$ cat src/rtl/mbc_pkg.sv
// shared types, constants and round function of the magma block cipher
package mbc_pkg;

   localparam int ROUNDS      = 32;
   localparam int ROUND_W     = (ROUNDS > 1) ? $clog2(ROUNDS) : 1;
   localparam int KEY_SLOTS   = 32;
   localparam int SLOT_W      = $clog2(KEY_SLOTS);
   localparam int QUEUE_DEPTH = 2;
   localparam int QUEUE_AW    = (QUEUE_DEPTH > 1) ? $clog2(QUEUE_DEPTH) : 1;
   localparam int OP_W        = 2;
   localparam int BLOCK_W     = 64;
   localparam int HALF_W      = 32;
   localparam int ROT         = 11;

   localparam logic [ROUND_W-1:0] ROUND_LAST = ROUND_W'(ROUNDS - 1);

   // request op codes
   localparam logic [OP_W-1:0] OP_ENCRYPT = 2'd0;
   localparam logic [OP_W-1:0] OP_DECRYPT = 2'd1;
   localparam logic [OP_W-1:0] OP_LOAD    = 2'd2;

   typedef enum logic [1:0] {
      KIND_ENCRYPT,
      KIND_DECRYPT,
      KIND_LOAD
   } kind_type;

   typedef struct packed {
      kind_type             kind;
      logic [BLOCK_W-1:0]   data_block;
      logic [SLOT_W-1:0]    key_slot;
      logic [HALF_W-1:0]    key_word;
   } cmd_type;

   // gost r 34.12-2015 substitution boxes, box n serves nibble n from the lsb
   localparam logic [3:0] SBOX [0:7][0:15] = '{
      '{4'd12, 4'd4,  4'd6,  4'd2,  4'd10, 4'd5,  4'd11, 4'd9,
        4'd14, 4'd8,  4'd13, 4'd7,  4'd0,  4'd3,  4'd15, 4'd1},
      '{4'd6,  4'd8,  4'd2,  4'd3,  4'd9,  4'd10, 4'd5,  4'd12,
        4'd1,  4'd14, 4'd4,  4'd7,  4'd11, 4'd13, 4'd0,  4'd15},
      '{4'd11, 4'd3,  4'd5,  4'd8,  4'd2,  4'd15, 4'd10, 4'd13,
        4'd14, 4'd1,  4'd7,  4'd4,  4'd12, 4'd9,  4'd6,  4'd0},
      '{4'd12, 4'd8,  4'd2,  4'd1,  4'd13, 4'd4,  4'd15, 4'd6,
        4'd7,  4'd0,  4'd10, 4'd5,  4'd3,  4'd14, 4'd9,  4'd11},
      '{4'd7,  4'd15, 4'd5,  4'd10, 4'd8,  4'd1,  4'd6,  4'd13,
        4'd0,  4'd9,  4'd3,  4'd14, 4'd11, 4'd4,  4'd2,  4'd12},
      '{4'd5,  4'd13, 4'd15, 4'd6,  4'd9,  4'd2,  4'd12, 4'd10,
        4'd11, 4'd7,  4'd8,  4'd1,  4'd4,  4'd3,  4'd14, 4'd0},
      '{4'd8,  4'd14, 4'd2,  4'd5,  4'd6,  4'd9,  4'd1,  4'd12,
        4'd15, 4'd4,  4'd11, 4'd0,  4'd13, 4'd10, 4'd3,  4'd7},
      '{4'd1,  4'd7,  4'd14, 4'd13, 4'd0,  4'd5,  4'd8,  4'd3,
        4'd4,  4'd15, 4'd10, 4'd6,  4'd9,  4'd12, 4'd11, 4'd2}
   };

   function automatic logic [HALF_W-1:0] substitute(input logic [HALF_W-1:0] w);
      logic [HALF_W-1:0] r;
      r = '0;
      for (int n = 0; n < 8; n++) begin
         r[4*n +: 4] = SBOX[n][w[4*n +: 4]];
      end
      return r;
   endfunction

   // add key mod 2^32, substitute, rotate left
   function automatic logic [HALF_W-1:0] round_fn(input logic [HALF_W-1:0] half,
                                                  input logic [HALF_W-1:0] key);
      logic [HALF_W-1:0] t;
      t = substitute(half + key);
      return (t << ROT) | (t >> (HALF_W - ROT));
   endfunction

   // key slot used by a round, reversed order for decryption
   function automatic logic [SLOT_W-1:0] key_slot_of(input logic [ROUND_W-1:0] rnd,
                                                     input logic rev);
      logic [ROUND_W-1:0] idx;
      idx = rev ? ROUND_W'(ROUND_LAST - rnd) : rnd;
      return SLOT_W'(idx % KEY_SLOTS);
   endfunction

endpackage

$ cat src/rtl/mbc_req_if.sv
// request channel interface of the magma block cipher
interface mbc_req_if;
   logic                         valid;
   logic                         ready;
   logic [mbc_pkg::OP_W-1:0]     op;
   logic [mbc_pkg::BLOCK_W-1:0]  data_block;
   logic [mbc_pkg::SLOT_W-1:0]   key_slot;
   logic [mbc_pkg::HALF_W-1:0]   key_word;

   modport source (output valid, output op, output data_block, output key_slot,
                   output key_word, input ready);
   modport sink   (input valid, input op, input data_block, input key_slot,
                   input key_word, output ready);
endinterface

$ cat src/rtl/mbc_rsp_if.sv
// response channel interface of the magma block cipher
interface mbc_rsp_if;
   logic                         valid;
   logic                         ready;
   logic [mbc_pkg::BLOCK_W-1:0]  result_block;

   modport source (output valid, output result_block, input ready);
   modport sink   (input valid, input result_block, output ready);
endinterface

$ cat src/rtl/mbc_front.sv
// front end: accepts requests and classifies them into queue commands
module mbc_front (
   mbc_req_if.sink           req_chan,
   input  logic              queue_full,
   output logic              push_valid,
   output mbc_pkg::cmd_type  push_cmd
);

   logic known_op;

   always_comb begin
      known_op      = 1'b1;
      push_cmd.kind = mbc_pkg::KIND_ENCRYPT;
      unique case (req_chan.op)
         mbc_pkg::OP_ENCRYPT: push_cmd.kind = mbc_pkg::KIND_ENCRYPT;
         mbc_pkg::OP_DECRYPT: push_cmd.kind = mbc_pkg::KIND_DECRYPT;
         mbc_pkg::OP_LOAD:    push_cmd.kind = mbc_pkg::KIND_LOAD;
         default:             known_op      = 1'b0;
      endcase
      push_cmd.data_block = req_chan.data_block;
      push_cmd.key_slot   = req_chan.key_slot;
      push_cmd.key_word   = req_chan.key_word;
   end

   // unused op code is taken and dropped
   assign req_chan.ready = !queue_full;
   assign push_valid     = req_chan.valid && !queue_full && known_op;

endmodule

$ cat src/rtl/mbc_queue.sv
// command queue between front end and round engine
module mbc_queue (
   input  logic              clock,
   input  logic              reset,
   input  logic              push_valid,
   input  mbc_pkg::cmd_type  push_cmd,
   output logic              full,
   input  logic              pop,
   output logic              pop_valid,
   output mbc_pkg::cmd_type  pop_cmd
);

   mbc_pkg::cmd_type                entry_ff [mbc_pkg::QUEUE_DEPTH];
   logic [mbc_pkg::QUEUE_AW-1:0]    wr_ptr_ff, wr_ptr_in;
   logic [mbc_pkg::QUEUE_AW-1:0]    rd_ptr_ff, rd_ptr_in;
   logic [mbc_pkg::QUEUE_AW:0]      count_ff, count_in;
   logic                            do_push, do_pop;

   assign full      = (count_ff == (mbc_pkg::QUEUE_AW+1)'(mbc_pkg::QUEUE_DEPTH));
   assign pop_valid = (count_ff != '0);
   assign pop_cmd   = entry_ff[rd_ptr_ff];
   assign do_push   = push_valid && !full;
   assign do_pop    = pop && pop_valid;

   always_comb begin
      wr_ptr_in = wr_ptr_ff;
      rd_ptr_in = rd_ptr_ff;
      count_in  = count_ff;
      if (do_push) begin
         wr_ptr_in = (wr_ptr_ff == mbc_pkg::QUEUE_AW'(mbc_pkg::QUEUE_DEPTH - 1)) ?
                     '0 : wr_ptr_ff + 1'b1;
      end
      if (do_pop) begin
         rd_ptr_in = (rd_ptr_ff == mbc_pkg::QUEUE_AW'(mbc_pkg::QUEUE_DEPTH - 1)) ?
                     '0 : rd_ptr_ff + 1'b1;
      end
      case ({do_push, do_pop})
         2'b10:   count_in = count_ff + 1'b1;
         2'b01:   count_in = count_ff - 1'b1;
         default: count_in = count_ff;
      endcase
   end

   always_ff @(posedge clock) begin
      if (reset) begin
         wr_ptr_ff <= '0;
         rd_ptr_ff <= '0;
         count_ff  <= '0;
      end else begin
         wr_ptr_ff <= wr_ptr_in;
         rd_ptr_ff <= rd_ptr_in;
         count_ff  <= count_in;
      end
   end

   always_ff @(posedge clock) begin
      if (do_push) begin
         entry_ff[wr_ptr_ff] <= push_cmd;
      end
   end

endmodule

$ cat src/rtl/mbc_engine.sv
// round engine: key store, one feistel round per cycle, response register
module mbc_engine (
   input  logic              clock,
   input  logic              reset,
   input  logic              cmd_valid,
   input  mbc_pkg::cmd_type  cmd,
   output logic              cmd_pop,
   mbc_rsp_if.source         rsp_chan
);

   typedef enum logic {ST_IDLE, ST_RUN} state_type;

   state_type                       state_ff, state_in;
   logic [mbc_pkg::ROUND_W-1:0]     round_ff, round_in;
   logic                            rev_ff, rev_in;
   logic [mbc_pkg::HALF_W-1:0]      left_ff, left_in;
   logic [mbc_pkg::HALF_W-1:0]      right_ff, right_in;
   logic                            rsp_valid_ff, rsp_valid_in;
   logic [mbc_pkg::BLOCK_W-1:0]     rsp_data_ff, rsp_data_in;

   logic [mbc_pkg::HALF_W-1:0]      key_mem [mbc_pkg::KEY_SLOTS];
   logic [mbc_pkg::HALF_W-1:0]      key_rd_ff;
   logic [mbc_pkg::SLOT_W-1:0]      key_addr;
   logic                            key_we;
   logic [mbc_pkg::HALF_W-1:0]      mixed;
   logic                            start;

   assign mixed = left_ff ^ mbc_pkg::round_fn(right_ff, key_rd_ff);
   assign start = (state_ff == ST_IDLE) && cmd_valid && (cmd.kind != mbc_pkg::KIND_LOAD)
                  && !rsp_valid_ff;

   always_comb begin
      state_in     = state_ff;
      round_in     = round_ff;
      rev_in       = rev_ff;
      left_in      = left_ff;
      right_in     = right_ff;
      rsp_valid_in = rsp_valid_ff && !rsp_chan.ready;
      rsp_data_in  = rsp_data_ff;
      cmd_pop      = 1'b0;
      key_we       = 1'b0;
      key_addr     = mbc_pkg::key_slot_of(round_ff, rev_ff);
      unique case (state_ff)
         ST_IDLE: begin
            if (cmd_valid && cmd.kind == mbc_pkg::KIND_LOAD) begin
               key_we  = 1'b1;
               cmd_pop = 1'b1;
            end else if (start) begin
               cmd_pop  = 1'b1;
               rev_in   = (cmd.kind == mbc_pkg::KIND_DECRYPT);
               round_in = '0;
               left_in  = cmd.data_block[mbc_pkg::BLOCK_W-1:mbc_pkg::HALF_W];
               right_in = cmd.data_block[mbc_pkg::HALF_W-1:0];
               key_addr = mbc_pkg::key_slot_of('0, rev_in);
               state_in = ST_RUN;
            end
         end
         ST_RUN: begin
            if (round_ff == mbc_pkg::ROUND_LAST) begin
               rsp_valid_in = 1'b1;
               rsp_data_in  = {mixed, right_ff};
               state_in     = ST_IDLE;
            end else begin
               left_in  = right_ff;
               right_in = mixed;
               round_in = round_ff + 1'b1;
               key_addr = mbc_pkg::key_slot_of(round_in, rev_ff);
            end
         end
         default: state_in = ST_IDLE;
      endcase
   end

   always_ff @(posedge clock) begin
      if (reset) begin
         state_ff     <= ST_IDLE;
         rsp_valid_ff <= 1'b0;
      end else begin
         state_ff     <= state_in;
         rsp_valid_ff <= rsp_valid_in;
      end
      round_ff    <= round_in;
      rev_ff      <= rev_in;
      left_ff     <= left_in;
      right_ff    <= right_in;
      rsp_data_ff <= rsp_data_in;
   end

   // key store, registered read feeds the next round
   always_ff @(posedge clock) begin
      if (key_we) begin
         key_mem[cmd.key_slot] <= cmd.key_word;
      end
      key_rd_ff <= key_mem[key_addr];
   end

   assign rsp_chan.valid        = rsp_valid_ff;
   assign rsp_chan.result_block = rsp_data_ff;

   a_start_empty_out: assert property (@(posedge clock) disable iff (reset)
      (cmd_pop && cmd.kind != mbc_pkg::KIND_LOAD) |-> !rsp_valid_ff)
      else $error("block started while response register busy");

   a_rsp_from_last_round: assert property (@(posedge clock) disable iff (reset)
      $rose(rsp_valid_ff) |-> $past(state_ff == ST_RUN && round_ff == mbc_pkg::ROUND_LAST))
      else $error("response raised outside the last round");

   a_no_pop_while_run: assert property (@(posedge clock) disable iff (reset)
      (state_ff == ST_RUN) |-> !cmd_pop && !key_we)
      else $error("queue popped or key written during rounds");

   a_round_restart: assert property (@(posedge clock) disable iff (reset)
      (state_ff == ST_IDLE && state_in == ST_RUN) |=> (round_ff == '0))
      else $error("round counter not cleared at block start");

endmodule

$ cat src/rtl/magma_block_cipher.sv
// magma 64-bit block cipher core top level
//
// req_chan carries one request per valid/ready handshake: op selects encrypt,
// decrypt or load of one round key (key_slot, key_word); op 3 is taken and dropped
// rsp_chan returns one result_block for each encrypt or decrypt request, in order
// requests land in a two-entry command queue; the front end stays ready while the
// queue has room, so it keeps taking requests while the round engine is busy
// a key load is written into the key store by the idle engine and gives no response
// a block takes a dispatch step and then 32 rounds, one feistel round per
// cycle through the single round unit; the round key is read from the key store
// in the cycle before its round
// blocks are worked one at a time, and the next block starts only after the
// response register has emptied
// the engine starts a block only once the response register is empty, so a
// stalled receiver holds the engine and then fills the queue, dropping ready
// reset clears the queue, engine state and response valid; round keys are not
// cleared and must be loaded before a block uses them
module magma_block_cipher (
   input  logic        clock,
   input  logic        reset,
   mbc_req_if.sink     req_chan,
   mbc_rsp_if.source   rsp_chan
);

   // front to queue
   logic              push_valid;
   mbc_pkg::cmd_type  push_cmd;
   logic              queue_full;

   // queue to engine
   logic              cmd_valid;
   logic              cmd_pop;
   mbc_pkg::cmd_type  cmd;

   // decode of the request op
   mbc_front u_front (
      .req_chan   (req_chan),
      .queue_full (queue_full),
      .push_valid (push_valid),
      .push_cmd   (push_cmd)
   );

   // decouples request acceptance from the round engine
   mbc_queue u_queue (
      .clock      (clock),
      .reset      (reset),
      .push_valid (push_valid),
      .push_cmd   (push_cmd),
      .full       (queue_full),
      .pop        (cmd_pop),
      .pop_valid  (cmd_valid),
      .pop_cmd    (cmd)
   );

   // key store, rounds and response register
   mbc_engine u_engine (
      .clock     (clock),
      .reset     (reset),
      .cmd_valid (cmd_valid),
      .cmd       (cmd),
      .cmd_pop   (cmd_pop),
      .rsp_chan  (rsp_chan)
   );

endmodule

$ cat src/flat_wrapper.sv
// flat-port wrapper written by rule: the top's interface ports become plain ports
module magma_block_cipher_flat 
  (clock, reset, req_chan_valid, req_chan_op, req_chan_data_block, req_chan_key_slot, req_chan_key_word, req_chan_ready, rsp_chan_valid, rsp_chan_result_block, rsp_chan_ready);
  mbc_req_if req_chan_i ();
  mbc_rsp_if rsp_chan_i ();
  input  logic clock;
  input  logic reset;
  input wire logic [$bits(req_chan_i.valid)-1:0] req_chan_valid;
  input wire logic [$bits(req_chan_i.op)-1:0] req_chan_op;
  input wire logic [$bits(req_chan_i.data_block)-1:0] req_chan_data_block;
  input wire logic [$bits(req_chan_i.key_slot)-1:0] req_chan_key_slot;
  input wire logic [$bits(req_chan_i.key_word)-1:0] req_chan_key_word;
  output wire logic [$bits(req_chan_i.ready)-1:0] req_chan_ready;
  output wire logic [$bits(rsp_chan_i.valid)-1:0] rsp_chan_valid;
  output wire logic [$bits(rsp_chan_i.result_block)-1:0] rsp_chan_result_block;
  input wire logic [$bits(rsp_chan_i.ready)-1:0] rsp_chan_ready;
  assign req_chan_i.valid = req_chan_valid;
  assign req_chan_i.op = req_chan_op;
  assign req_chan_i.data_block = req_chan_data_block;
  assign req_chan_i.key_slot = req_chan_key_slot;
  assign req_chan_i.key_word = req_chan_key_word;
  assign req_chan_ready = req_chan_i.ready;
  assign rsp_chan_valid = rsp_chan_i.valid;
  assign rsp_chan_result_block = rsp_chan_i.result_block;
  assign rsp_chan_i.ready = rsp_chan_ready;
  magma_block_cipher u_core (.clock(clock), .reset(reset), .req_chan(req_chan_i), .rsp_chan(rsp_chan_i));
endmodule
$ cat config.mk
export PLATFORM = sky130hd
export DESIGN_NAME = magma_block_cipher_flat
export DESIGN_NICKNAME = d
export VERILOG_FILES = /design/src/rtl/mbc_pkg.sv /design/src/rtl/mbc_req_if.sv /design/src/rtl/mbc_rsp_if.sv /design/src/rtl/mbc_front.sv /design/src/rtl/mbc_queue.sv /design/src/rtl/mbc_engine.sv /design/src/rtl/magma_block_cipher.sv /design/src/flat_wrapper.sv
export SDC_FILE = /design/constraint.sdc
export NUM_CORES = 2
export LEC_CHECK = 0
export BUFFER_PORTS_ARGS = -buffer_cell sky130_fd_sc_hd__buf_2
export CAP_MARGIN = 20
export CORE_MARGIN = 2
export CORE_UTILIZATION = 35
export DETAILED_ROUTE_END_ITERATION = 16
export PLACE_DENSITY = 0.58
export SLEW_MARGIN = 20
export SYNTH_ARGS = -nofsm -noshare
export SYNTH_HDL_FRONTEND = slang
export SYNTH_SLANG_ARGS = --single-unit
$ cat constraint.sdc
create_clock -name clock -period 6.24 [get_ports clock]
set_input_delay 0 -clock clock [delete_from_list [all_inputs] [get_ports clock]]
set_output_delay 0 -clock clock [all_outputs]
set_load 0.01 [all_outputs]
==> flow_summary.yaml <==
finish:
  layout_commonest_cell: "edfxtp_1"
  layout.cells.most_common_list: "edfxtp_1 (1364), mux2i_1 (332), nand2_1 (243)"
  fill_cells: 14100
  layout-drive-gt1-share_pct: 20.9
  nets: 3731
  area_delta_synth_final_pct: 19.3
sta:
  setup_ws_ns: 1.70
  period_share_pct: 72.8
  fmax_mhz: 220
  grt_setup_unrepaired: "false"
  drv_slew: 0
  tightest_slew_ns: 1.14
  setup_viol: 0
  finalHoldViolCount: 0
  fin_crit_ns: 4.54
  finalSetupTns_ns: 0
  slew_headroom_pct: 23.9
  finalClockSkew_ns: 0.0401
synth:
  postSynthCellCount: 3085
  yosys_register_bits: 1403
  yosysWarnings: 0
  synth_edf_count: 1364
  synthFlopType: "edfxtp_1"
  syn_area_per_cell_um2: 18.3
  seq_area_frac_synth_pct: 73.7
  synthArstFlopShare_pct: 0
  syn-cell-area_mm2: 0.0566
  synth_cell_type_count: 76
  synth_fp_nets: 3264
floorplan:
  core_area_mm2: 0.161
  die_w_um: 406
  rows: 147
  chipHeight_um: 406
  top_level_ports: 173
  die_area_mm2: 0.165
  initial_core_util_pct: 35.3
setup_path:
  crit_arrival_ns: 5.07
  crit_slowest_cell: "xnor2_1"
  cp.depth: 15
  critPathMaxStageDelay_ns: 0.70
  crit_buf_inv: 2
  path_class: "reg2reg"
  critPathTopFamily: "compound AO/OA/AOI/OAI gates"
  worstSetupEndpointType: "register"
  required_ns: 6.77
  critical_path.max_fanout: 7
  crit_chain: "ha_1, inv_1, fa_1, nand2b_1, a21oi_1, o21ba_1, a21oi_1, o21ai_1, a31oi_1, xnor2_1, inv_1, ha_1, mux4_2, xor2_1, o21a_1"
  critPathLaunchType: "register"
  rr_worst_depth: 15
clock_tree:
  cts_hold_buf: 204
  cts_resized: 0
  post_cts_buffers: 0
  clock_sinks: 1403
  clk_latency_ns: 0.79
  path_clk_slew_ns: 0.06
  cts_root_buf: "clkbuf_16"
  tritoncts: "built"
  clock_path_buffers: 3
  numCtsBuffers: 142
  htree_levels: 4
status:
  outcome: "complete, no violations"
worst_hold_path:
  hp-class: "in2reg"
  hold_path_depth: 2
routing:
  top_layer: "met5"
  num_vias: 30100
  drt-initial-drc-count: 2757
  wl_met2_mm: 72.9
  avgViaCountPerCell: 5.17
  wl_mm: 147
  final_antenna_net_count: 0
  met1_length_mm: 62.7
  dr.pass1.iters: 5
  wl_met3_mm: 8.12
  post-route-drc-count: 0
  wl_per_cell_um: 25.2
global_route:
  antenna_found_initial: 8
  grt_pass1_vias: 30200
  grt_pass1_wl_mm: 212
  grt_max_degree: 83
  grt_remaining_overflow: 0
  grt_use_total_pct: 17.7
flow_run:
  drv_cap: 0
placement:
  gp_congestion: 0.885
  pre_cts_ws_ns: 1.64
  dp_hpwl_mm: 87.8
  port_buffers: 172
==> cell usage after synthesis (23+ instances only) <==
| cell type | n | area, um2 |
|---|---|---|
| edfxtp_1 | 1364 | 41000 |
| mux2i_1 | 332 | 3320 |
| nand2_1 | 243 | 912 |
| mux4_2 | 201 | 4530 |
| nor2_1 | 128 | 480 |
| o21ai_0 | 74 | 370 |
| ha_1 | 71 | 888 |
| clkbuf_1 | 68 | 255 |
| a32o_1 | 67 | 671 |
| a21oi_1 | 55 | 275 |
| buf_2 | 55 | 275 |
| inv_1 | 45 | 169 |
| xnor2_1 | 44 | 385 |
| dfxtp_1 | 39 | 781 |
| mux2_2 | 37 | 417 |
| xor2_1 | 24 | 210 |
| a21o_1 | 23 | 173 |
==> state kept, by name, summed over array words and instances, names as in the netlist, named ones only <==
name and flops:
u_core.u_engine.rsp_chan.result_block 64, u_core.u_engine.round_ff 5, u_core.u_queue.count_ff 2, u_core.u_queue.entry_ff 206, u_core.u_engine.state_ff 1, u_core.u_engine.rev_ff 1, u_core.u_engine.key_mem 1024, u_core.u_engine.key_rd_ff 32
u_core.u_engine.rsp_chan.valid 1, u_core.u_queue.rd_ptr_ff 1, u_core.u_engine.left_ff 32, u_core.u_engine.right_ff 32, u_core.u_queue.wr_ptr_ff 1
==> routing by layer <==
| metal | GRT usage (%) | up-vias |
|---|---|---|
| met5 | 0 | - |
| met4 | 4.93 | 2 |
| met3 | 2.74 | 215 |
| met2 | 30.1 | 919 |
| met1 | 23.6 | 15700 |
| li1 | - | 13200 |
==> logic make-up after synthesis <==
| kind of cell | synth area share [%] |
|---|---|
| and+or+nand+nor | 3.57 |
| muxes | 14.6 |
| DFF | 73.7 |
| adders and majority gates | 1.62 |
| xor gates and xnor gates | 1.05 |
| buffers and inverters | 1.39 |
| AOI/OAI and AO/OA | 4.02 |
==> stage by stage <==
| step | cell area (um2) | std cells | utilization (%) | hold slack (ns) |
|---|---|---|---|---|
| after CTS | 67500 | 5824 | 42.0 | 0.00904 |
| after global routing | 67500 | 5828 | 42.0 | 0.0357 |
| after floorplan | 56600 | 3085 | - | 0.0691 |
| after global placement | 60600 | 5355 | 37.7 | 0.189 |
| after detailed placement | 60800 | 5362 | 37.9 | 0.192 |
| final | 67500 | 5830 | 42.0 | 0.0591 |
==> worst register-to-register path: stages (launching register included) <==
cell	delay, ns
dfxtp_1	0.41
ha_1	0.22
inv_1	0.06
fa_1	0.39
nand2b_1	0.18
a21oi_1	0.23
o21ba_1	0.27
a21oi_1	0.20
o21ai_1	0.25
a31oi_1	0.13
xnor2_1	0.70
inv_1	0.20
ha_1	0.24
mux4_2	0.48
xor2_1	0.17
o21a_1	0.17
==> area by class of cell <==
type / count / area [um2] / area share, %
Antenna cell: 4 / 10.0 / 0.0148
Clock buffer: 182 / 3780 / 5.59
Clock inverter: 76 / 852 / 1.26
Inverter: 45 / 169 / 0.250
Multi-Input combinational cell: 1499 / 14400 / 21.3
Sequential cell: 1403 / 41700 / 61.8
Tap cell: 2160 / 2700 / 4.00
Timing Repair Buffer: 461 / 3840 / 5.69
==> worst paths after layout <==
path	startpoint	to	slack, ns
min	req_chan_key_word[20]	u_core.u_queue.entry_ff[0][20]	0.06
max reg2reg	u_core.u_engine.key_rd_ff[0]	u_core.u_engine.right_ff[27]	1.70
max	u_core.u_engine.key_rd_ff[0]	u_core.u_engine.right_ff[27]	1.70
min reg2reg	u_core.u_engine.right_ff[0]	u_core.u_engine.rsp_chan.result_block[0]	0.52
Power is not shown: default switching activity piles up to over one toggle a cycle in this logic, so the estimate is an artifact.
